==> config.mk <==
export PLATFORM = sky130hd
export DESIGN_NAME = dense_to_coo_sparse_encoder_core
export DESIGN_NICKNAME = d
export VERILOG_FILES = /design/src/rtl/core/dtc_pkg.sv /design/src/rtl/core/dtc_cfg.sv /design/src/rtl/core/dtc_odometer.sv /design/src/rtl/core/dtc_pipe.sv /design/src/rtl/core/dense_to_coo_sparse_encoder_core.sv
export SDC_FILE = /design/constraint.sdc
export NUM_CORES = 1
export LEC_CHECK = 0
export BUFFER_PORTS_ARGS = -buffer_cell sky130_fd_sc_hd__buf_2
export CAP_MARGIN = 20
export CORE_MARGIN = 4
export CORE_UTILIZATION = 53
export DETAILED_ROUTE_END_ITERATION = 12
export HOLD_SLACK_MARGIN = 0.05
export PLACE_DENSITY = 0.78
export SLEW_MARGIN = 20
export SYNTH_ARGS = -nofsm -noshare
export SYNTH_HDL_FRONTEND = slang
export SYNTH_SLANG_ARGS = --single-unit
==> constraint.sdc <==
create_clock -name clk -period 3.4 [get_ports clk]
set_clock_uncertainty 0.05 [all_clocks]
set_input_delay 0.51 -clock clk [delete_from_list [all_inputs] [get_ports clk]]
set_output_delay 0.51 -clock clk [all_outputs]
set_load 0.005 [all_outputs]
==> src/rtl/core/dtc_pkg.sv <==
package dtc_pkg;

  // fixed geometry of the block
  localparam int MAX_DIMS     = 4;
  localparam int COORD_BITS   = 16;
  localparam int VALUE_BITS   = 32;
  localparam int NDIM_BITS    = 3;
  localparam int EXT_BITS     = COORD_BITS + 1;
  localparam int CFG_IDX_BITS = 3;
  localparam int CFG_DAT_BITS = EXT_BITS;

  typedef logic signed [VALUE_BITS-1:0] value_t;
  typedef logic [COORD_BITS-1:0]        coord_t;
  typedef logic [EXT_BITS-1:0]          ext_t;
  typedef logic [NDIM_BITS-1:0]         ndim_t;

  // largest extent a coordinate can count through
  localparam ext_t  EXT_MAX  = ext_t'(1) << COORD_BITS;
  localparam ext_t  EXT_ONE  = ext_t'(1);
  localparam ndim_t NDIM_MAX = ndim_t'(MAX_DIMS);
  localparam ndim_t NDIM_ONE = ndim_t'(1);

  // configuration register map
  typedef enum logic [CFG_IDX_BITS-1:0] {
    REG_NUM_DIMS  = 3'd0,
    REG_DIM0_SIZE = 3'd1,
    REG_DIM1_SIZE = 3'd2,
    REG_DIM2_SIZE = 3'd3,
    REG_DIM3_SIZE = 3'd4
  } cfg_reg_t;

  // cleaned-up tensor shape handed to the counter
  typedef struct packed {
    ndim_t                    active_dims;
    ext_t [MAX_DIMS-1:0]      extent;
  } geom_t;

  // pipeline status seen by the top level
  typedef struct packed {
    logic s1_valid;
    logic s1_go;
    logic s1_nonzero;
  } pipe_stat_t;

endpackage

==> src/rtl/core/dtc_cfg.sv <==
module dtc_cfg (
  input  logic                                  clk,
  input  logic                                  rst_n,
  input  logic                                  cfg_valid,
  output logic                                  cfg_ready,
  input  logic [dtc_pkg::CFG_IDX_BITS-1:0]      cfg_index,
  input  logic [dtc_pkg::CFG_DAT_BITS-1:0]      cfg_data,
  output dtc_pkg::geom_t                        geom
);
  import dtc_pkg::*;

  ndim_t               num_dims_r, num_dims_nxt;
  ext_t [MAX_DIMS-1:0] size_r, size_nxt;
  logic                wr;

  assign cfg_ready = 1'b1;
  assign wr        = cfg_valid & cfg_ready;

  // register write decode, unknown indexes are dropped
  always_comb begin
    num_dims_nxt = num_dims_r;
    size_nxt     = size_r;
    if (wr) begin
      case (cfg_reg_t'(cfg_index))
        REG_NUM_DIMS:  num_dims_nxt = cfg_data[NDIM_BITS-1:0];
        REG_DIM0_SIZE: size_nxt[0]  = cfg_data[EXT_BITS-1:0];
        REG_DIM1_SIZE: size_nxt[1]  = cfg_data[EXT_BITS-1:0];
        REG_DIM2_SIZE: size_nxt[2]  = cfg_data[EXT_BITS-1:0];
        REG_DIM3_SIZE: size_nxt[3]  = cfg_data[EXT_BITS-1:0];
        default:       num_dims_nxt = num_dims_r;
      endcase
    end
  end

  always_ff @(posedge clk) begin
    if (!rst_n) begin
      num_dims_r <= NDIM_ONE;
      for (int i = 0; i < MAX_DIMS; i++) size_r[i] <= EXT_ONE;
    end else begin
      num_dims_r <= num_dims_nxt;
      size_r     <= size_nxt;
    end
  end

  // clamp dimension count to 1..MAX_DIMS and each extent to 1..2^COORD_BITS
  always_comb begin
    if (num_dims_r == '0)
      geom.active_dims = NDIM_ONE;
    else if (num_dims_r > NDIM_MAX)
      geom.active_dims = NDIM_MAX;
    else
      geom.active_dims = num_dims_r;
    for (int i = 0; i < MAX_DIMS; i++) begin
      if (size_r[i] == '0)
        geom.extent[i] = EXT_ONE;
      else if (size_r[i] > EXT_MAX)
        geom.extent[i] = EXT_MAX;
      else
        geom.extent[i] = size_r[i];
    end
  end

endmodule

==> src/rtl/core/dtc_odometer.sv <==
module dtc_odometer (
  input  logic                                  clk,
  input  logic                                  rst_n,
  input  logic                                  step,
  input  dtc_pkg::geom_t                        geom,
  output dtc_pkg::coord_t [dtc_pkg::MAX_DIMS-1:0] coord
);
  import dtc_pkg::*;

  coord_t [MAX_DIMS-1:0] coord_r, coord_nxt;
  logic   [MAX_DIMS-1:0] used;
  logic   [MAX_DIMS-1:0] wrap;
  logic   [MAX_DIMS:0]   carry;
  ext_t   [MAX_DIMS-1:0] inc;

  // per-dimension increment and wrap detect
  always_comb begin
    for (int d = 0; d < MAX_DIMS; d++) begin
      used[d] = (ndim_t'(d) < geom.active_dims);
      inc[d]  = {1'b0, coord_r[d]} + EXT_ONE;
      wrap[d] = (inc[d] >= geom.extent[d]);
    end
  end

  // carry ripples from the last dimension toward dimension 0,
  // unused dimensions pass it through untouched
  always_comb begin
    carry[MAX_DIMS] = 1'b1;
    for (int d = MAX_DIMS - 1; d >= 0; d--) begin
      carry[d] = carry[d+1] & (~used[d] | wrap[d]);
    end
  end

  always_comb begin
    for (int d = 0; d < MAX_DIMS; d++) begin
      if (step && used[d] && carry[d+1])
        coord_nxt[d] = wrap[d] ? '0 : inc[d][COORD_BITS-1:0];
      else
        coord_nxt[d] = coord_r[d];
    end
  end

  always_ff @(posedge clk) begin
    if (!rst_n) begin
      coord_r <= '0;
    end else begin
      coord_r <= coord_nxt;
    end
  end

  // report only the dimensions in use
  always_comb begin
    for (int d = 0; d < MAX_DIMS; d++) begin
      coord[d] = used[d] ? coord_r[d] : '0;
    end
  end

endmodule

==> src/rtl/core/dtc_pipe.sv <==
module dtc_pipe (
  input  logic                                    clk,
  input  logic                                    rst_n,
  input  logic                                    in_valid,
  output logic                                    in_ready,
  input  dtc_pkg::value_t                         in_value,
  input  dtc_pkg::coord_t [dtc_pkg::MAX_DIMS-1:0] in_coord,
  output logic                                    accept,
  output logic                                    out_valid,
  input  logic                                    out_ready,
  output dtc_pkg::value_t                         out_value,
  output dtc_pkg::coord_t [dtc_pkg::MAX_DIMS-1:0] out_coord,
  output dtc_pkg::pipe_stat_t                     stat
);
  import dtc_pkg::*;

  logic                  s1_valid_r, s1_valid_nxt;
  value_t                s1_value_r;
  coord_t [MAX_DIMS-1:0] s1_coord_r;
  logic                  out_valid_r, out_valid_nxt;
  value_t                out_value_r;
  coord_t [MAX_DIMS-1:0] out_coord_r;
  logic                  s1_nonzero;
  logic                  s1_go;
  logic                  out_free;
  logic                  load;

  // stage 1 drains when the word is zero or the result slot frees up
  assign s1_nonzero = |s1_value_r;
  assign out_free   = ~out_valid_r | out_ready;
  assign s1_go      = s1_valid_r & (~s1_nonzero | out_free);
  assign in_ready   = ~s1_valid_r | s1_go;
  assign accept     = in_valid & in_ready;
  assign load       = s1_go & s1_nonzero;

  always_comb begin
    s1_valid_nxt = s1_valid_r;
    if (accept)
      s1_valid_nxt = 1'b1;
    else if (s1_go)
      s1_valid_nxt = 1'b0;
  end

  always_comb begin
    out_valid_nxt = out_valid_r;
    if (load)
      out_valid_nxt = 1'b1;
    else if (out_ready)
      out_valid_nxt = 1'b0;
  end

  // control state
  always_ff @(posedge clk) begin
    if (!rst_n) begin
      s1_valid_r  <= 1'b0;
      out_valid_r <= 1'b0;
    end else begin
      s1_valid_r  <= s1_valid_nxt;
      out_valid_r <= out_valid_nxt;
    end
  end

  // payload, captured with the coordinate of its own element
  always_ff @(posedge clk) begin
    if (accept) begin
      s1_value_r <= in_value;
      s1_coord_r <= in_coord;
    end
    if (load) begin
      out_value_r <= s1_value_r;
      out_coord_r <= s1_coord_r;
    end
  end

  assign out_valid = out_valid_r;
  assign out_value = out_value_r;
  assign out_coord = out_coord_r;
  assign stat      = '{s1_valid: s1_valid_r, s1_go: s1_go, s1_nonzero: s1_nonzero};

endmodule

==> src/rtl/core/dense_to_coo_sparse_encoder_core.sv <==
// dense to coo sparse encoder, row-major odometer over up to four dimensions
// an accepted nonzero element passes through the stage 1 register, then the result register
// throughput: one element per cycle, result slot stalls apply back pressure
// the odometer advances by one element per accepted word in the same cycle
// reset (rst_n low, synchronous): counter to all zeros, num_dims and sizes to 1,
// pipeline emptied
module dense_to_coo_sparse_encoder_core (
  input  logic                                  clk,
  input  logic                                  rst_n,
  input  logic                                  in_valid,
  output logic                                  in_ready,
  input  dtc_pkg::value_t                       in_value,
  output logic                                  out_valid,
  input  logic                                  out_ready,
  output dtc_pkg::value_t                       out_value_out,
  output dtc_pkg::coord_t                       out_coord_0,
  output dtc_pkg::coord_t                       out_coord_1,
  output dtc_pkg::coord_t                       out_coord_2,
  output dtc_pkg::coord_t                       out_coord_3,
  input  logic                                  cfg_valid,
  output logic                                  cfg_ready,
  input  logic [dtc_pkg::CFG_IDX_BITS-1:0]      cfg_index,
  input  logic [dtc_pkg::CFG_DAT_BITS-1:0]      cfg_data
);
  import dtc_pkg::*;

  geom_t                 geom;
  coord_t [MAX_DIMS-1:0] cur_coord;
  coord_t [MAX_DIMS-1:0] res_coord;
  logic                  accept;
  pipe_stat_t            stat;

  // configuration registers
  dtc_cfg u_cfg (
    .clk       (clk),
    .rst_n     (rst_n),
    .cfg_valid (cfg_valid),
    .cfg_ready (cfg_ready),
    .cfg_index (cfg_index),
    .cfg_data  (cfg_data),
    .geom      (geom)
  );

  // coordinate counter
  dtc_odometer u_odometer (
    .clk   (clk),
    .rst_n (rst_n),
    .step  (accept),
    .geom  (geom),
    .coord (cur_coord)
  );

  // input stage and result register
  dtc_pipe u_pipe (
    .clk       (clk),
    .rst_n     (rst_n),
    .in_valid  (in_valid),
    .in_ready  (in_ready),
    .in_value  (in_value),
    .in_coord  (cur_coord),
    .accept    (accept),
    .out_valid (out_valid),
    .out_ready (out_ready),
    .out_value (out_value_out),
    .out_coord (res_coord),
    .stat      (stat)
  );

  assign out_coord_0 = res_coord[0];
  assign out_coord_1 = res_coord[1];
  assign out_coord_2 = res_coord[2];
  assign out_coord_3 = res_coord[3];

  // zero elements never reach the result port
  a_no_zero_out : assert property (@(posedge clk) disable iff (!rst_n)
    out_valid |-> (out_value_out != '0))
    else $error("zero element emitted");

  // a stalled stage 1 word is kept
  a_s1_hold : assert property (@(posedge clk) disable iff (!rst_n)
    (stat.s1_valid && !stat.s1_go) |=> stat.s1_valid)
    else $error("stage 1 word lost while stalled");

  // a new result only comes from a nonzero stage 1 word
  a_out_source : assert property (@(posedge clk) disable iff (!rst_n)
    $rose(out_valid) |-> $past(stat.s1_go && stat.s1_nonzero))
    else $error("result word without a nonzero source");

endmodule

After elaboration in Yosys (flattened, before gate mapping)
Index checks and enable logic that the tools add are counted.
W data, S select, Z words.

operators by class
  add/sub/neg operators = 4
  magnitude comparators = 13
  eq/ne operators = 4
  multiplexer cells = 18
  bitwise gates (word level) = 17
  reduce and logical (&&, ||, !) cells = 21

operators with widths
  cell                     count
  $mux W17                 8
  $add A16 B1 Y17 const B  4
  $ge A17 B17 Y1           4
  $gt A17 B17 Y1 const B   4
  $logic_not A17 Y1        4
  $mux W16                 4
  $reduce_or A32 Y1        1
  $reduce_and A2 Y1        5
  $logic_and A1 B1 Y1      7
  $eq A3 B2 Y1 const B     2
  $logic_not A3 Y1         2
  $lt A1 B3 Y1 const A     2
  $lt A2 B3 Y1 const A     2
  $mux W3                  2
  $not A1 Y1               6
  $or A1 B1 Y1             6
  $and A1 B1 Y1            5
  $mux W1                  4
  $reduce_bool A2 Y1       2
  $eq A3 B1 Y1 const B     1
  $eq A3 B3 Y1 const B     1
  $gt A3 B3 Y1 const B     1

storage, ports and cells
  bits in registers = 329
  bits of input ports = 57
  logic and storage cells = 98

Logic depth before layout (Yosys ltp)
  word-level depth = 9
  depth in mapped cells = 18

Modules after synthesis
Synthesis repeated with hierarchy kept, for this count alone.

second synthesis, totals
  cell total of the unflattened synthesis = 1,440
  area total of the unflattened synthesis = 15,603.7 µm²

modules (own cells, without submodules)
  module        times used  cells an instance  area an instance (µm²)  sequential area each (µm²)
  dtc_pipe      1           222                5,980.7                 5,805.6
  dtc_odometer  1           804                5,959.5                 1,281.2
  dtc_cfg       1           414                3,663.5                 1,421.4

Worst setup path before layout
Ideal clock, no wire load.

  path kind = register to register
  from = reg u_odometer.coord_r[48] (netlist name)
  to = reg u_odometer.coord_r[38] (netlist name)
  arrival time = 3,512 ps
  data required time = 3,280 ps
  slack = -232 ps
  cell stages (with the launch flop) = 16
  buffers on the path = 2
  clock period less this slack = 3,632 ps
  path through = dfxtp_1 ha_1 and3_1 and3_1 clkbuf_1 and3_1 clkbuf_1 nand3_1 xnor2_1 ha_1 and4_1 nand3_1 o21ai_0 or4b_4 or3b_1 a21boi_1

between the ends
  word-level cells in the longest chain between the ends = 4

RTL lines
  what                    RTL line            text
  start, declared         dtc_odometer.sv:10  coord_t [MAX_DIMS-1:0] coord_r, coord_nxt;
  start signal, assigned  dtc_odometer.sv:47  coord_r <= coord_nxt;
  $add A16 B1 Y17         dtc_odometer.sv:20  inc[d] = {1'b0, coord_r[d]} + EXT_ONE;
  $ge A17 B17 Y1          dtc_odometer.sv:21  wrap[d] = (inc[d] >= geom.extent[d]);
  $or A1 B1 Y1            dtc_odometer.sv:30  carry[d] = carry[d+1] & (~used[d] | wrap[d]);
  $logic_and A1 B1 Y1     dtc_odometer.sv:36  if (step && used[d] && carry[d+1])

Every way passes these cells.
A chain may end at the register's enable or synchronous reset.

Final worst setup path
  from = reg u_odometer.coord_r[33] (netlist name)
  to = reg u_odometer.coord_r[34] (netlist name)

between the ends
  word-level cells in the longest chain between the ends = 3

RTL lines
  what                 RTL line            text
  $add A16 B1 Y17 (*)  dtc_odometer.sv:20
  $ge A17 B17 Y1       dtc_odometer.sv:21
  $mux W16 (*)         dtc_odometer.sv:37  coord_nxt[d] = wrap[d] ? '0 : inc[d][COORD_BITS-1:0];

Every way passes the cells marked *; elsewhere a longest branch is shown, timed or not.

==> reports/results.ini <==
[placed_design]
pre_cts_ws_ps = -293
gp_congestion = 0.853
place_hpwl_um = 22000
dp.cells = 1827
dpl_cell_area_mm2 = 0.0162
io_buffers = 154

[status]
violations = setup timing
outcome = complete, but fails checks

[logic_synthesis]
synth_cell_type_count = 60
ys_ff_latch = 329
yosysSeqAreaShare_pct = 58.6
yosysTopAreaCell = edfxtp_1
synth_top_area_share_pct = 39.7
netlist_area_mm2 = 0.0145
async_flop_share_pct = 0
syn_nets = 1434
ys_warn_count = 0
synth_edf_count = 192
ys.flop_type = edfxtp_1
syn_avg_cell_area_um2 = 11.1
synth.area.top_cells = edfxtp_1, dfxtp_1, nand2_1
synthCells = 1305

[run]
maxCapViolCount = 0

[timing]
hold_slack_ps = 124
worst_slack_ps = -160
fmax_mhz = 281
rsz0062_at_grt = yes
min_period_over_period_pct = 105
maxSlewHeadroom_pct = 47.9
setup_viol = 34
hold_violations = 0
tightest_slew_ps = 782
min_period_ps = 3560
slew_violations = 0
tns_ps = -1720

[clock_network]
clockBufferDepth = 3
numClockSinks = 329
clock_latency_ps = 520
cts_root_buf = clkbuf_16
cts_tree = done
cts_hold_buf = 0
path_clk_slew_ps = 60
cts_buffers = 35
h-tree-depth = 2

[grt]
grt_start_max_net_pins = 82
grt_pass1_vias = 10349
track_usage_pct = 20.6
antenna_found_initial = 2
grt_first_pass_wirelength_um = 51800
globalRoute.totalOverflow = 0

[floorplan]
design.die.area_mm2 = 0.0301
die_w_um = 173
fp.dieH_um = 173
initial_core_util_pct = 53.9
num_io_pins = 156
fp-row-count = 60
design.core.area_mm2 = 0.0270

[critical_path]
worstPathArrival_ps = 3950
cp.required_ps = 3790
criticalPathCategory = reg2reg
crit_path_max_fanout = 8
start_kind = flip-flop
end_kind = flip-flop

[routing]
vias_per_cell = 5.61
drtIter0Drc = 964
wl_um = 33400
drc = 0
num_vias = 10783
wl_per_cell_um = 17.4
ant_nets = 0
first_pass_iters = 6

[power_and_ir_drop]
ir_worst_vdd_mv = 0.371
power_mw = 8.67
powerDensity_mw_per_mm2 = 476
leakage_nw = 7.09

[layout]
n_fill_cell = 1928
syn_to_final_growth_pct = 25.3
drive_gt1_share_pct = 27.7
final_core_util_pct = 67.5
finalNetCount = 1682
fin_cells = 1922
final_area_mm2 = 0.0182

[hold_path]
hold_path_class = in2reg

[flip-flops by register name, indices dropped and copies added (netlist names)]
register            count
u_pipe.out_coord       64
u_pipe.s1_value_r      32
u_cfg.num_dims_r        3
u_pipe.s1_valid_r       1
u_pipe.out_valid        1
u_pipe.out_value       32
u_cfg.size_r           68
u_odometer.coord_r     64
u_pipe.s1_coord_r      64
[path summary, 6_finish.rpt]
path / from / endpoint / slack (ps) / cells after the start
hold reg to reg: u_pipe.s1_coord_r[36]$_SDFFCE_PP0P_ / u_pipe.out_coord[36]$_DFFE_PP_ / 370 / 0
hold / removal: in_value[6] / u_pipe.s1_value_r[6]$_DFFE_PP_ / 120 / 1
setup reg to reg: u_odometer.coord_r[33]$_SDFFE_PN0P_ / u_odometer.coord_r[34]$_SDFFE_PN0P_ / -160 / 14
setup / recovery: u_odometer.coord_r[33]$_SDFFE_PN0P_ / u_odometer.coord_r[34]$_SDFFE_PN0P_ / -160 / 14
[per-layer routing]
layer  vias to the layer above  track usage, %  wire length, um
met2                       399            33.3            15800
li1                       5200               -                -
met3                        60            3.45             2400
met4                         2            6.48              702
met1                      5122            28.8            14500
met5                         -               0                7
[cell usage in the layout, fill, tap and decap left out, drive strengths merged, types with 17 or more instances in the layout]
cell,instances
nor2,30
buf,279
nand2,248
inv,21
nor4,25
nand3,53
and2,48
a21oi,28
o21ai,26
nand4,20
and3,30
xor2,20
dfxtp,137
edfxtp,192
ha,72
xnor2,36
clkbuf,56
nor2b,17
a21boi,99
[worst max-delay path, stage by stage (launching register included)]
cell and delay, ps:
dfxtp_4 360, ha_4 130, and3_4 170, and3_4 230, and3_4 200, nand3_4 80
xnor2_2 170, ha_1 330, nand4_1 150, inv_1 90, a221oi_2 300, o31ai_4 130
or4b_4 560, or3b_1 390, a21boi_2 140
[logic make-up after synthesis]
group | share of synthesized area [%]
flip-flops | 58.6
XOR/XNOR | 3.38
AND/OR/NAND/NOR | 18.2
AO/OA/AOI/OAI | 10.8
adder cells (fa/ha/maj) | 6.21
other | 0.0258
multiplexers | 0.276
buffers and inverters | 2.45
[synthesized netlist by cell type (all sizes together), types with 25 or more instances]
master and number:
dfxtp 137, and2 48, a21boi 99, a21oi 28, o21ai 26, xnor2 36
nor4 25, edfxtp 192, and3 30, nand3 53, nor2 29, nand2 248
ha 72, clkbuf 63
[final cells by class]
cell class | count | area, um2 | area share, %
flip-flops and latches | 329 | 8520 | 46.8
multi-input cells | 886 | 6150 | 33.8
repair buffers | 282 | 1890 | 10.4
clock buffers | 53 | 995 | 5.47
well taps | 341 | 427 | 2.35
clock inverters | 11 | 130 | 0.715
inverters | 19 | 73.8 | 0.406
diodes | 1 | 2.50 | 0.0138
[power breakdown]
| part | switching, mW | internal (mW) | total (mW) |
|---|---|---|---|
| Sequential | 0.0464 | 4.35 | 4.39 |
| Clock | 1.51 | 2.19 | 3.70 |
| Combinational | 0.344 | 0.230 | 0.574 |
| Total | 1.90 | 6.77 | 8.67 |
[timing repair]
item / CTS / global route
cloned: 1 / 4
pin swaps: 19 / 37
resized for setup: 37 / 92
buffers inserted: 7 / 19
endpoints found under the setup margin: 48 / 64
No activity file was read; power rests on OpenSTA's default activity.
